==> src/sv/wpg_pkg.sv <==
// Weather pixel generator package: constants, config/control structs and small
// arithmetic helpers shared by the config block, the divider and the top level.
// No dependencies.
package wpg_pkg;

	localparam int IMAGE_WIDTH  = 1024;
	localparam int IMAGE_HEIGHT = 1024;

	// register reset values
	localparam int RADIUS_RESET   = 160;
	localparam int ALTITUDE_RESET = 180;

	// triangle bands and speckle
	localparam int FRONT_PERIOD  = 240;
	localparam int FRONT_PEAK    = 120;
	localparam int STRIPE_PERIOD = 180;
	localparam int STRIPE_PEAK   = 90;
	localparam int TURB_PERIOD   = 150;
	localparam int TURB_PEAK     = 75;
	localparam int SPECKLE_MOD   = 97;
	localparam int SPECKLE_MIN   = 205;
	localparam int SPECKLE_RED   = 250;
	localparam int SPECKLE_GREEN = 245;
	localparam int SPECKLE_BLUE  = 220;

	// base gradients
	localparam int BLUE_BASE   = 85;
	localparam int BLUE_SLOPE  = 70;
	localparam int GREEN_BASE  = 55;
	localparam int GREEN_SLOPE = 65;
	localparam int RED_BASE    = 20;
	localparam int RED_SLOPE   = 30;

	// phase reduction: q = (p * recip) >> 20 is exact for p < 4096
	localparam int RECIP_SHIFT = 20;
	localparam logic [13:0] FRONT_RECIP   = 14'((2**RECIP_SHIFT + FRONT_PERIOD - 1) / FRONT_PERIOD);
	localparam logic [13:0] STRIPE_RECIP  =
		14'((2**RECIP_SHIFT + STRIPE_PERIOD - 1) / STRIPE_PERIOD);
	localparam logic [13:0] TURB_RECIP    = 14'((2**RECIP_SHIFT + TURB_PERIOD - 1) / TURB_PERIOD);
	localparam logic [13:0] SPECKLE_RECIP = 14'((2**RECIP_SHIFT + SPECKLE_MOD - 1) / SPECKLE_MOD);

	// small divides of byte values: (v * recip) >> 12
	localparam int DIV_SHIFT = 12;
	localparam logic [10:0] RECIP3 = 11'((2**DIV_SHIFT + 2) / 3);
	localparam logic [10:0] RECIP5 = 11'((2**DIV_SHIFT + 4) / 5);
	localparam logic [10:0] RECIP7 = 11'((2**DIV_SHIFT + 6) / 7);

	// falloff = radius^2 / 255, exact for 20-bit squares
	localparam int FALLOFF_DIV   = 255;
	localparam int FALLOFF_SHIFT = 28;
	localparam int FALLOFF_W     = 13;
	localparam logic [20:0] FALLOFF_RECIP =
		21'((2**FALLOFF_SHIFT + FALLOFF_DIV - 1) / FALLOFF_DIV);

	// signed seed residue mod 97 from byte weights 2^(8i) mod 97
	localparam int SEED_SHIFT = 24;
	localparam logic [17:0] SEED_RECIP = 18'((2**SEED_SHIFT + SPECKLE_MOD - 1) / SPECKLE_MOD);
	localparam int SEED_W1    = 256 % SPECKLE_MOD;
	localparam int SEED_W2    = (SEED_W1 * 256) % SPECKLE_MOD;
	localparam int SEED_W3    = (SEED_W2 * 256) % SPECKLE_MOD;
	localparam int SEED_WSIGN = (SPECKLE_MOD - (SEED_W3 * 256) % SPECKLE_MOD) % SPECKLE_MOD;

	typedef enum logic [2:0] {
		REG_CENTER_X,
		REG_CENTER_Y,
		REG_RADIUS,
		REG_FRONT,
		REG_ALTITUDE,
		REG_SEED
	} cfg_reg_t;

	typedef struct packed {
		logic [9:0]           cx;
		logic [9:0]           cy;
		logic [7:0]           fo;
		logic [9:0]           ab;
		logic [31:0]          seed;
		logic [FALLOFF_W-1:0] falloff;
		logic [6:0]           seed_mod;
		logic                 busy;
	} wpg_cfg_t;

	typedef struct packed {
		logic s3;
		logic s4;
		logic s5;
	} div_en_t;

	function automatic logic [5:0] recip_quot(input logic [11:0] p, input logic [13:0] m);
		logic [25:0] prod;
		prod = 26'(p) * 26'(m);
		return prod[RECIP_SHIFT +: 6];
	endfunction

	function automatic logic [7:0] const_rem(input logic [11:0] p, input logic [5:0] q,
		input logic [7:0] c);
		logic [13:0] qc;
		logic [11:0] r;
		qc = 14'(q) * 14'(c);
		r = p - qc[11:0];
		return r[7:0];
	endfunction

	function automatic logic [6:0] tri_wave(input logic [7:0] rem, input logic [6:0] peak);
		logic [7:0] d;
		d = (rem >= {1'b0, peak}) ? rem - {1'b0, peak} : {1'b0, peak} - rem;
		return peak - d[6:0];
	endfunction

	function automatic logic [7:0] small_div(input logic [7:0] v, input logic [10:0] m);
		logic [18:0] prod;
		prod = 19'(v) * 19'(m);
		return {1'b0, prod[DIV_SHIFT +: 7]};
	endfunction

	function automatic logic [7:0] sat8(input logic [9:0] v);
		return (v > 10'd255) ? 8'hFF : v[7:0];
	endfunction

endpackage

==> src/sv/procedural_weather_pixel_generator.sv <==
// Weather map pixel generator top level: six-stage pixel pipeline.
// Throughput 1 pixel/cycle while neither out_ready back-pressure nor cfg.busy holds requests off.
// The divider (three stages of restoring steps) and the output register set the depth.
// Reset (arst_n low, async) clears pipeline valids and loads register defaults;
// pixel requests are held off after reset and after any config write while derived values settle.
// Depends on wpg_pkg, wpg_cfg, wpg_div.
module procedural_weather_pixel_generator (
	input  logic        clk,
	input  logic        arst_n,
	input  logic        cfg_valid,
	output logic        cfg_ready,
	input  logic [2:0]  cfg_index,
	input  logic [31:0] cfg_data,
	input  logic        in_valid,
	output logic        in_ready,
	input  logic [9:0]  pixel_x,
	input  logic [9:0]  pixel_y,
	output logic        out_valid,
	input  logic        out_ready,
	output logic [7:0]  blue,
	output logic [7:0]  green,
	output logic [7:0]  red
);
	import wpg_pkg::*;

	wpg_cfg_t cfg;
	div_en_t  div_en;

	logic valid_s1, valid_s2, valid_s3, valid_s4, valid_s5, valid_s6;
	logic adv_s1, adv_s2, adv_s3, adv_s4, adv_s5, adv_s6;
	logic accept;

	// stage 1
	logic [9:0]         x_s1, y_s1;
	logic signed [10:0] dx_s1, dy_s1;
	logic [11:0]        front_p_s1, stripe_p_s1, turb_p_s1, spk_p_s1;
	// stage 2
	logic [20:0] dist2_s2;
	logic [11:0] front_p_s2, stripe_p_s2, turb_p_s2, spk_p_s2;
	logic [5:0]  qf_s2, qst_s2, qt_s2, qs_s2;
	logic [8:0]  bbase_s2, gbase_s2, rbase_s2;
	// stage 3
	logic [6:0]  front_s3, stripe_s3, turb_s3;
	logic        spk_s3;
	logic [8:0]  bbase_s3, gbase_s3, rbase_s3;
	// stage 4, 5
	logic [9:0]  bsum_s4, gsum_s4, rsum_s4, bsum_s5, gsum_s5, rsum_s5;
	logic        spk_s4, spk_s5;
	// stage 6
	logic [7:0]  blue_s6, green_s6, red_s6;

	logic signed [10:0] dx_c, dy_c;
	logic signed [21:0] sqx_c, sqy_c;
	logic [16:0]        bx_c, gy_c, rxy_c;
	logic [7:0]         intensity;
	logic [9:0]         blue_c, green_c, red_c;
	logic               flash_c;

	wpg_cfg u_cfg (
		.clk       (clk),
		.arst_n    (arst_n),
		.cfg_valid (cfg_valid),
		.cfg_ready (cfg_ready),
		.cfg_index (cfg_index),
		.cfg_data  (cfg_data),
		.cfg       (cfg)
	);

	// per-stage advance: a stage loads when empty or when the next one moves
	assign adv_s6   = !valid_s6 || out_ready;
	assign adv_s5   = !valid_s5 || adv_s6;
	assign adv_s4   = !valid_s4 || adv_s5;
	assign adv_s3   = !valid_s3 || adv_s4;
	assign adv_s2   = !valid_s2 || adv_s3;
	assign adv_s1   = !valid_s1 || adv_s2;
	assign in_ready = adv_s1 && !cfg.busy;
	assign accept   = in_valid && in_ready;

	assign div_en = '{s3: adv_s3, s4: adv_s4, s5: adv_s5};

	always_ff @(posedge clk or negedge arst_n) begin
		if (!arst_n) begin
			valid_s1 <= 1'b0;
			valid_s2 <= 1'b0;
			valid_s3 <= 1'b0;
			valid_s4 <= 1'b0;
			valid_s5 <= 1'b0;
			valid_s6 <= 1'b0;
		end else begin
			if (adv_s1) valid_s1 <= accept;
			if (adv_s2) valid_s2 <= valid_s1;
			if (adv_s3) valid_s3 <= valid_s2;
			if (adv_s4) valid_s4 <= valid_s3;
			if (adv_s5) valid_s5 <= valid_s4;
			if (adv_s6) valid_s6 <= valid_s5;
		end
	end

	always_comb begin
		dx_c  = $signed({1'b0, pixel_x}) - $signed({1'b0, cfg.cx});
		dy_c  = $signed({1'b0, pixel_y}) - $signed({1'b0, cfg.cy});
		sqx_c = 22'(dx_s1) * 22'(dx_s1);
		sqy_c = 22'(dy_s1) * 22'(dy_s1);
		bx_c  = (17'(x_s1) * 17'(BLUE_SLOPE)) / 17'(IMAGE_WIDTH);
		gy_c  = (17'(y_s1) * 17'(GREEN_SLOPE)) / 17'(IMAGE_HEIGHT);
		rxy_c = ((17'(x_s1) + 17'(y_s1)) * 17'(RED_SLOPE)) / 17'(IMAGE_WIDTH + IMAGE_HEIGHT);
	end

	always_ff @(posedge clk) begin
		if (adv_s1) begin
			x_s1        <= pixel_x;
			y_s1        <= pixel_y;
			dx_s1       <= dx_c;
			dy_s1       <= dy_c;
			front_p_s1  <= 12'(pixel_x) + 12'(pixel_y) + 12'(cfg.fo);
			stripe_p_s1 <= {1'b0, pixel_y, 1'b0} + 12'(cfg.ab);
			turb_p_s1   <= 12'(pixel_x ^ pixel_y) + 12'(cfg.seed[7:0]);
			spk_p_s1    <= 12'(pixel_x) + 12'(pixel_y) + 12'(cfg.seed_mod);
		end
		if (adv_s2) begin
			dist2_s2    <= sqx_c[20:0] + sqy_c[20:0];
			front_p_s2  <= front_p_s1;
			stripe_p_s2 <= stripe_p_s1;
			turb_p_s2   <= turb_p_s1;
			spk_p_s2    <= spk_p_s1;
			qf_s2       <= recip_quot(front_p_s1, FRONT_RECIP);
			qst_s2      <= recip_quot(stripe_p_s1, STRIPE_RECIP);
			qt_s2       <= recip_quot(turb_p_s1, TURB_RECIP);
			qs_s2       <= recip_quot(spk_p_s1, SPECKLE_RECIP);
			bbase_s2    <= 9'(BLUE_BASE) + bx_c[8:0] + 9'(cfg.seed[20:16]);
			gbase_s2    <= 9'(GREEN_BASE) + gy_c[8:0] + 9'(cfg.seed[12:8]);
			rbase_s2    <= 9'(RED_BASE) + rxy_c[8:0] + 9'(cfg.seed[4:0]);
		end
		if (adv_s3) begin
			front_s3  <= tri_wave(const_rem(front_p_s2, qf_s2, 8'(FRONT_PERIOD)),
				7'(FRONT_PEAK));
			stripe_s3 <= tri_wave(const_rem(stripe_p_s2, qst_s2, 8'(STRIPE_PERIOD)),
				7'(STRIPE_PEAK));
			turb_s3   <= tri_wave(const_rem(turb_p_s2, qt_s2, 8'(TURB_PERIOD)),
				7'(TURB_PEAK));
			spk_s3    <= const_rem(spk_p_s2, qs_s2, 8'(SPECKLE_MOD)) == 8'd0;
			bbase_s3  <= bbase_s2;
			gbase_s3  <= gbase_s2;
			rbase_s3  <= rbase_s2;
		end
		if (adv_s4) begin
			bsum_s4 <= 10'(bbase_s3) + 10'(small_div({1'b0, front_s3}, RECIP5));
			gsum_s4 <= 10'(gbase_s3) + 10'(small_div({1'b0, stripe_s3}, RECIP3));
			rsum_s4 <= 10'(rbase_s3) + 10'(small_div({1'b0, front_s3}, RECIP3))
				+ 10'(turb_s3 >> 2);
			spk_s4  <= spk_s3;
		end
		if (adv_s5) begin
			bsum_s5 <= bsum_s4;
			gsum_s5 <= gsum_s4;
			rsum_s5 <= rsum_s4;
			spk_s5  <= spk_s4;
		end
		if (adv_s6) begin
			blue_s6  <= flash_c ? 8'(SPECKLE_BLUE) : sat8(blue_c);
			green_s6 <= flash_c ? 8'(SPECKLE_GREEN) : sat8(green_c);
			red_s6   <= flash_c ? 8'(SPECKLE_RED) : sat8(red_c);
		end
	end

	wpg_div u_div (
		.clk       (clk),
		.en        (div_en),
		.dist2     (dist2_s2),
		.falloff   (cfg.falloff),
		.intensity (intensity)
	);

	always_comb begin
		blue_c  = bsum_s5 + 10'(intensity >> 1);
		green_c = gsum_s5 + 10'(intensity >> 2);
		red_c   = rsum_s5 + 10'(small_div(intensity, RECIP7));
		flash_c = spk_s5 && (intensity > 8'(SPECKLE_MIN));
	end

	assign out_valid = valid_s6;
	assign blue      = blue_s6;
	assign green     = green_s6;
	assign red       = red_s6;

	a_accept_enters: assert property (@(posedge clk) disable iff (!arst_n)
		in_valid && in_ready |=> valid_s1)
		else $error("accepted pixel request lost at pipeline entry");

	a_out_loads: assert property (@(posedge clk) disable iff (!arst_n)
		valid_s5 && adv_s6 |=> valid_s6)
		else $error("result lost between last stage and output register");

	a_stall_holds: assert property (@(posedge clk) disable iff (!arst_n)
		valid_s3 && !adv_s3 |=> valid_s3)
		else $error("stalled divider stage dropped its item");

endmodule

==> src/sv/wpg_cfg.sv <==
// Weather pixel generator configuration registers and derived values
// (falloff divisor, seed residue mod 97). Depends on wpg_pkg.
module wpg_cfg (
	input  logic              clk,
	input  logic              arst_n,
	input  logic              cfg_valid,
	output logic              cfg_ready,
	input  logic [2:0]        cfg_index,
	input  logic [31:0]       cfg_data,
	output wpg_pkg::wpg_cfg_t cfg
);
	import wpg_pkg::*;

	logic [9:0]  cx_q, cy_q, radius_q, ab_q;
	logic [7:0]  fo_q;
	logic [31:0] seed_q;
	logic [1:0]  busy_q;

	logic [19:0]          sq_q;
	logic [16:0]          wsum_q, wsum2_q;
	logic [FALLOFF_W-1:0] falloff_q;
	logic [9:0]           seedq_q;
	logic [6:0]           seed_mod_q;

	logic [16:0]          wsum_c;
	logic [40:0]          fprod;
	logic [FALLOFF_W-1:0] fq;
	logic [34:0]          sprod;
	logic [16:0]          smod_c;
	logic                 wr;

	assign cfg_ready = 1'b1;
	assign wr = cfg_valid && cfg_ready;

	always_ff @(posedge clk or negedge arst_n) begin
		if (!arst_n) begin
			cx_q     <= '0;
			cy_q     <= '0;
			radius_q <= 10'(RADIUS_RESET);
			fo_q     <= '0;
			ab_q     <= 10'(ALTITUDE_RESET);
			seed_q   <= '0;
			busy_q   <= 2'd3;
		end else begin
			if (wr) begin
				case (cfg_reg_t'(cfg_index))
					REG_CENTER_X: cx_q <= cfg_data[9:0];
					REG_CENTER_Y: cy_q <= cfg_data[9:0];
					REG_RADIUS:   radius_q <= cfg_data[9:0];
					REG_FRONT:    fo_q <= cfg_data[7:0];
					REG_ALTITUDE: ab_q <= cfg_data[9:0];
					REG_SEED:     seed_q <= cfg_data;
					default: ;
				endcase
			end
			// busy counts down after a write while the derived values settle
			if (wr) begin
				busy_q <= 2'd3;
			end else if (busy_q != 2'd0) begin
				busy_q <= busy_q - 2'd1;
			end
		end
	end

	always_comb begin
		wsum_c = 17'(seed_q[7:0])
			+ 17'(seed_q[15:8]) * 17'(SEED_W1)
			+ 17'(seed_q[23:16]) * 17'(SEED_W2)
			+ 17'(seed_q[31:24]) * 17'(SEED_W3)
			+ (seed_q[31] ? 17'(SEED_WSIGN) : 17'd0);
		fprod  = 41'(sq_q) * 41'(FALLOFF_RECIP);
		fq     = fprod[FALLOFF_SHIFT +: FALLOFF_W];
		sprod  = 35'(wsum_q) * 35'(SEED_RECIP);
		smod_c = wsum2_q - 17'(seedq_q) * 17'(SPECKLE_MOD);
	end

	always_ff @(posedge clk) begin
		sq_q       <= 20'(radius_q) * 20'(radius_q);
		wsum_q     <= wsum_c;
		falloff_q  <= (fq == '0) ? FALLOFF_W'(1) : fq;
		seedq_q    <= sprod[SEED_SHIFT +: 10];
		wsum2_q    <= wsum_q;
		seed_mod_q <= smod_c[6:0];
	end

	assign cfg = '{cx: cx_q, cy: cy_q, fo: fo_q, ab: ab_q, seed: seed_q,
		falloff: falloff_q, seed_mod: seed_mod_q, busy: (busy_q != 2'd0)};

	a_write_sets_busy: assert property (@(posedge clk) disable iff (!arst_n)
		wr |=> busy_q == 2'd3)
		else $error("config write did not hold off pixel requests");

	a_falloff_nonzero: assert property (@(posedge clk) disable iff (!arst_n)
		busy_q == 2'd0 |-> falloff_q != '0)
		else $error("falloff is zero while pixels are accepted");

endmodule

==> src/sv/wpg_div.sv <==
// Weather pixel generator intensity divider: 255 minus squared distance over
// falloff, clamped at zero; three pipelined stages of restoring division. Depends on wpg_pkg.
module wpg_div (
	input  logic                          clk,
	input  wpg_pkg::div_en_t              en,
	input  logic [20:0]                   dist2,
	input  logic [wpg_pkg::FALLOFF_W-1:0] falloff,
	output logic [7:0]                    intensity
);
	import wpg_pkg::*;

	logic [20:0] rem_s3, rem_s4;
	logic [7:0]  q_s3, q_s4, q_s5;
	logic        ovf_s3, ovf_s4, ovf_s5;

	logic [20:0] rem_a, rem_b, rem_c;
	logic [7:0]  q_a, q_b, q_c;
	logic        ovf_c;

	// quotient >= 256 drives intensity to zero
	always_comb begin
		ovf_c = dist2 >= {falloff, 8'b0};
		rem_a = dist2;
		q_a   = '0;
		for (int k = 7; k >= 6; k--) begin
			if (rem_a >= (21'(falloff) << k)) begin
				rem_a  = rem_a - (21'(falloff) << k);
				q_a[k] = 1'b1;
			end
		end
	end

	always_comb begin
		rem_b = rem_s3;
		q_b   = q_s3;
		for (int k = 5; k >= 3; k--) begin
			if (rem_b >= (21'(falloff) << k)) begin
				rem_b  = rem_b - (21'(falloff) << k);
				q_b[k] = 1'b1;
			end
		end
	end

	always_comb begin
		rem_c = rem_s4;
		q_c   = q_s4;
		for (int k = 2; k >= 0; k--) begin
			if (rem_c >= (21'(falloff) << k)) begin
				rem_c  = rem_c - (21'(falloff) << k);
				q_c[k] = 1'b1;
			end
		end
	end

	always_ff @(posedge clk) begin
		if (en.s3) begin
			rem_s3 <= rem_a;
			q_s3   <= q_a;
			ovf_s3 <= ovf_c;
		end
		if (en.s4) begin
			rem_s4 <= rem_b;
			q_s4   <= q_b;
			ovf_s4 <= ovf_s3;
		end
		if (en.s5) begin
			q_s5   <= q_c;
			ovf_s5 <= ovf_s4;
		end
	end

	assign intensity = ovf_s5 ? 8'd0 : 8'd255 - q_s5;

endmodule

==> config.mk <==
export PLATFORM = sky130hd
export DESIGN_NAME = procedural_weather_pixel_generator
export DESIGN_NICKNAME = d
export VERILOG_FILES = /design/src/sv/wpg_pkg.sv /design/src/sv/procedural_weather_pixel_generator.sv /design/src/sv/wpg_cfg.sv /design/src/sv/wpg_div.sv
export SDC_FILE = /design/constraint.sdc
export NUM_CORES = 2
export LEC_CHECK = 0
export CORE_ASPECT_RATIO = 1.75
export CORE_UTILIZATION = 65
export CTS_BUF_LIST = sky130_fd_sc_hd__clkbuf_4 sky130_fd_sc_hd__clkbuf_8 sky130_fd_sc_hd__clkbuf_16
export CTS_CLUSTER_SIZE = 24
export DETAILED_ROUTE_END_ITERATION = 7
export DONT_BUFFER_PORTS = 1
export PLACE_DENSITY = 0.8
export SLEW_MARGIN = 5
export SYNTH_ARGS = -nofsm -noshare
export SYNTH_HDL_FRONTEND = slang
export SYNTH_SLANG_ARGS = --single-unit
==> constraint.sdc <==
create_clock -name clk -period 10.5 [get_ports clk]
set_input_delay 0.525 -clock clk [delete_from_list [all_inputs] [get_ports clk]]
set_output_delay 0.525 -clock clk [all_outputs]
set_load 0.05 [all_outputs]
* Yosys cells after proc, flatten, opt, wreduce, memory -nomap -nowiden
Index checks and enable logic that the tools add are counted.
** Storage, ports and cells
- Register bits :: 547
- Input bits :: 60
- Output and inout port bits :: 27
** Cells by class
- Add/subtract/negate cells :: 49
- $mul :: 24
- $lt $le $gt $ge :: 16
- Eq/ne operators :: 5
- Muxes and demuxes :: 19
- Bitwise gates (word level) :: 1
- Reduce and logical (&&, ||, !) cells :: 30
** Operators by type and width (count)
- two-way mux 21 bit :: 7
- multiplier 12 x 12 -> 24 bit (second input constant) :: 2
- multiplier 11 x 11 -> 21 bit :: 2
- subtractor 7 bit (first input constant) :: 6
- multiplier 20 x 21 -> 41 bit (second input constant) :: 1
- multiplier 17 x 18 -> 34 bit (second input constant) :: 1
- multiplier 7 x 10 -> 17 bit (second input constant) :: 2
- subtractor 8 bit :: 4
- > comparator 10 x 8 -> 1 bit (second input constant) :: 3
- multiplier 12 x 14 -> 26 bit (second input constant) :: 1
- >= comparator 8 x 7 -> 1 bit (second input constant) :: 3
- multiplier 11 x 13 -> 24 bit (second input constant) :: 1
- adder 10 x 10 -> 11 bit :: 2
- subtractor 10 x 10 -> 11 bit :: 2
- adder 21 bit :: 1
- >= comparator 21 x 13 -> 1 bit :: 1
- >= comparator 21 x 14 -> 1 bit :: 1
- >= comparator 21 x 15 -> 1 bit :: 1
- >= comparator 21 x 16 -> 1 bit :: 1
- >= comparator 21 x 17 -> 1 bit :: 1
- >= comparator 21 x 18 -> 1 bit :: 1
- >= comparator 21 x 19 -> 1 bit :: 1
- >= comparator 21 x 20 -> 1 bit :: 1
- >= comparator 21 bit :: 1
- 64 further kinds :: 97

* Longest topological paths before layout
- Word-level depth :: 9
- Gate-level depth with buffers :: 38
- Depth with buffers taken out :: 35

* Modules after synthesis
Synthesis repeated with hierarchy kept, for this count alone.
** Second synthesis, totals
- Cell total of the unflattened synthesis :: 6254
- Area, all modules :: 64797.1 sq um
** Modules (own cells, without submodules)
- procedural_weather_pixel_generator :: times used 1, cells each 3602, area an instance 38622.0 sq um
- wpg_cfg :: times used 1, cells each 1671, area an instance 17678.2 sq um
- wpg_div :: times used 1, cells each 981, area an instance 8496.9 sq um

* Worst setup path after synthesis
OpenSTA, ideal clock, no wires.
- Kind :: reg2reg
- Start point :: reg u_cfg.falloff_q[1]
- End point :: reg u_div.rem_s4[10] (data pin)
- Arrival time :: 7732 ps
- Required time :: 10240 ps
- Path slack :: 2508 ps
- Stages on the path, launching flop included :: 36
- Path buffers :: 5
- Period minus slack after synthesis :: 7992 ps
- Cells stage by stage :: dfxtp_1 -> inv_1 -> fa_1 -> a211oi_2 -> o21ai_1 -> nand4b_1 -> nand3b_4 -> buf_2 -> buf_1 -> nor2_1 -> a21oi_1 -> ha_1 -> a21o_1 -> a21o_1 -> a2111oi_0 -> o21ai_1 -> a31oi_1 -> nand2_1 -> nand4b_4 -> clkbuf_1 -> nor2_1 -> a21oi_1 -> fa_1 -> a21o_1 -> a21oi_1 -> nor2b_1 -> o21a_1 -> o211a_1 -> o21a_1 -> o21a_1 -> o41ai_1 -> nand3_1 -> or3b_1 -> buf_6 -> buf_8 -> mux2_4
** Between the ends
- Word-level cells in the longest chain between the ends :: 6
- Elaborated cells on any way between the ends :: 9
- Classes of those cells :: 3 x add/sub; 3 x order compare; 3 x mux
** RTL lines
- start: declaration :: RTL line wpg_cfg.sv:21 : logic [FALLOFF_W-1:0] falloff_q;
- start signal: assignment :: RTL line wpg_cfg.sv:80 : falloff_q <= (fq == '0) ? FALLOFF_W'(1) : fq;
- subtractor 21 x 18 -> 21 bit / >= comparator 21 x 18 -> 1 bit (equally long branches) :: RTL line wpg_div.sv:38, wpg_div.sv:37
- two-way mux 21 bit :: RTL line wpg_div.sv:37 : if (rem_b >= (21'(falloff) << k)) begin
- subtractor 21 x 17 -> 21 bit / >= comparator 21 x 17 -> 1 bit (equally long branches) :: RTL line wpg_div.sv:38, wpg_div.sv:37
- two-way mux 21 bit :: RTL line wpg_div.sv:37
- subtractor 21 x 16 -> 21 bit / >= comparator 21 x 16 -> 1 bit (equally long branches) :: RTL line wpg_div.sv:38, wpg_div.sv:37
- two-way mux 21 bit * :: RTL line wpg_div.sv:37
- via u_div.rem_b[10] :: RTL line wpg_div.sv:16 : logic [20:0] rem_a, rem_b, rem_c;
- end signal: assignment :: RTL line wpg_div.sv:62 : rem_s4 <= rem_b;
- end: declaration :: RTL line wpg_div.sv:12 : logic [20:0] rem_s3, rem_s4;
Mark *: on every way through the listed nets, which the timed path passes. The rest lies on a longest branch.
A chain may end at the register's enable or synchronous reset.

* Final worst setup path
- Start point :: reg u_cfg.falloff_q[1]
- End point :: reg u_div.rem_s4[7] (data pin)
Same word-level chain as after synthesis.

==> impl_metrics.json <==
{
  "status": "finished, final reports clean",
  "clk_latency_ns": 0.65,
  "place_congestion": 0.979,
  "hold_viol_final": 0,
  "fmax_mhz": 107,
  "fin_crit_sh_pct": 88.7,
  "yosys.cell_count.top_type": "ha_1",
  "synth_largest_area_cell": "ha_1",
  "grt_pass1_vias": 47471,
  "yosysWarnings": 0,
  "crit_required_ns": 10.88,
  "syn_avg_cell_area_um2": 10.5,
  "final_nets": 8091,
  "dieArea_um2": 99000,
  "holdPathStages": 2,
  "synthTopCellsByCount": "ha_1, inv_1, fa_1",
  "endpoint_kind": "flip-flop",
  "start_kind": "flip-flop",
  "synth-compound-area-share_pct": 8.41,
  "cp-endpoint": "u_div.rem_s4[7]",
  "synth-edff-count": 365,
  "dr.pass1.iters": 5,
  "initial_core_util_pct": 65.7,
  "antenna_found_initial": 10,
  "synth_area_um2": 63500,
  "yosys.area_share.simple_pct": 8.07,
  "synth_top_family_by_area": "adder cells",
  "crit_path_start": "u_cfg.falloff_q[1]",
  "hold_start": "cfg_data[2]",
  "grt_max_degree": 89,
  "slew_headroom_pct": 40.1,
  "crit_path_top_delay_cell": "or3b_1",
  "worst_pin_slew_ns": 0.890,
  "finalClockSkew_ns": 0.0250,
  "ys_seq_area_share_pct": 22.9,
  "ys_types": 99,
  "syn_inst": 6073,
  "maxCapViolations": 0,
  "yosys.area.top_type_share_pct": 25.0,
  "drive_gt1_share_pct": 4.36,
  "synthAdderAreaFrac_pct": 45.2,
  "drv_slew": 0,
  "synth_nets": 8043,
  "rr_endpoint": "u_div.rem_s4[7]",
  "rows": 151,
  "ctsRootBufferMaster": "clkbuf_16",
  "die_h_um": 416,
  "synth_xor_area_share_pct": 5.86,
  "rsz0062_at_grt": "false",
  "die_x_um": 238,
  "grt_pass1_wl_um": 235000,
  "drt_wl_total_um": 145000,
  "synth_area_leaders": "ha_1, fa_1, edfxtp_1",
  "worstHoldPathType": "in -> reg",
  "clockBufferDepth": 3,
  "cts_num_sinks": 523,
  "numPortBuffers": 0,
  "reg2reg_depth": 29,
  "path_max_fanout": 22,
  "drc": 0,
  "wl_per_cell_um": 19.5,
  "tns_ns": 0,
  "area_delta_synth_final_pct": 5.90,
  "num_vias": 43451,
  "yosys_most_used_dff": "edfxtp_1",
  "grtUsageTotal_pct": 30.5,
  "coreArea_um2": 96700,
  "globalRouteOverflowTotal": 0,
  "ios": 87,
  "arrival_ns": 9.69,
  "finalCriticalPeriod_ns": 9.31,
  "synthArstFlopShare_pct": 16.8,
  "ys_ff_latch": 523,
  "r2r-start": "u_cfg.falloff_q[1]",
  "clk_pin_slew_ns": 0.07,
  "cts_buffers": 51,
  "path_class": "reg -> reg",
  "ant_nets": 0,
  "drt_iter0_drc": 1850,
  "vias_per_cell": 5.82,
  "htree_levels": 2,
  "tritoncts": "built",
  "critPathMaxStageDelay_ns": 0.75,
  "synthMuxAreaShare_pct": 2.16,
  "reg2reg_slack_ns": 1.19,
  "setup_viol": 0,
  "hpwl_um": 119000
}
## metrics by stage
stage	instance area [um^2]	util [%]	setup WS, ns	cells	hold WS [ns]
floorplan	63500	-	2.51	6073	0.229
global placement	65100	67.3	1.36	7335	0.232
detailed placement	65100	67.3	1.22	7335	0.232
CTS	67300	69.5	1.20	7463	0.00277
global route	67300	69.5	0.520	7468	0.00820
finish	67300	69.6	1.19	7470	0.0217
## what timing repair did
item,in CTS,in global routing
endpoints found under the hold margin,131,0
setup buffers,0,0
resized for setup,0,0
hold buffers,33,0
## how the worst min path moves through the flow
stage	endpoint	slack, ns
6_report	u_cfg.cx_q[2]	0.02
5_1_grt	u_cfg.seed_q[21]	0.008
4_1_cts	u_cfg.cx_q[2]	0.003
3_5_place_dp	u_cfg.ab_q[0]	0.23
3_3_place_gp	u_cfg.ab_q[0]	0.23
2_1_floorplan	out_valid	0.23
## logic make-up (layout without fill, tap and decap cells)
family | count (synthesis) | in the layout
fa+ha+maj | 1910 | 1910
buf+inv | 1237 | 1327
simple gates | 1022 | 1022
compound gates | 834 | 834
flops | 523 | 523
xor+xnor | 425 | 425
mux | 121 | 121
other cells | 1 | 8
## metal layers
layer / GRT usage [%] / share of wire [%] / up-vias
met4: 22.8 / 8.7 / 6
li1: - / - / 20335
met3: 5.33 / 5.0 / 582
met1: 29.4 / 33 / 21400
met2: 56.9 / 53 / 1128
met5: 0 / 0.023 / -
## cells in the final DEF, fill, tap and decap left out, types with 11 or more instances in the layout
cell type      Yosys  routed
dfrtp_1           80      80
nand2b_1          44      44
mux2_2            83      83
nand2_1          233     232
a31oi_1           11      11
or3_1             22      22
o21ai_0          153     153
nor4_1            17      17
inv_1           1176    1175
and3_1            24      24
and2_1           101     101
nor2_1           278     278
o21bai_1          72      72
nand4_1           27      27
buf_4              2      20
a21o_1           135     135
nor2b_1           93      93
edfxtp_1         365     365
o21a_1            48      48
nor3_1            61      61
a21oi_1          276     276
or2_2             17      17
clkbuf_16          0      52
nand3_1           58      56
dfxtp_1           70      70
a211oi_1          14      14
xor2_1           105     105
ha_1            1269    1269
fa_1             641     641
mux2i_1           24      24
xnor2_1          320     320
o31ai_1           11      11
dlygate4sd3_1      0      32
## critical path: cells and delay by family, from the launching register on
family,cells,cell delay [ns]
simple gates,8,2.37
fa+ha+maj,3,1.33
buf+inv,1,0.35
compound gates,15,3.70
flops,1,0.46
mux,2,0.85
## state kept, by name, indices dropped and copies added (netlist names), 10 cells and up
register / cells
u_cfg.wsum_q: 17
dist2_s2: 21
y_s1: 10
u_cfg.cx_q: 10
u_cfg.falloff_q: 13
u_div.rem_s4: 21
dy_s1: 11
stripe_p_s1: 12
u_cfg.seed_q: 32
spk_p_s1: 12
u_cfg.sq_q: 19
u_cfg.cy_q: 10
u_cfg.radius_q: 10
dx_s1: 11
u_cfg.ab_q: 10
front_p_s1: 12
u_div.rem_s3: 21
turb_p_s1: 11
x_s1: 10
## area by class of cell
cell class,instances,area [um^2]
flip-flops and latches,523,14600
inverters,1179,4430
well taps,1300,1630
diodes,7,17.5
clock buffers,64,1430
repair buffers,53,498
multi-input cells,4313,44300
clock inverters,31,398
fillers,7142,29500
Power is left out: the tool's default activity adds up to more than one toggle a clock period on the data nets, which glitch-free logic cannot reach.
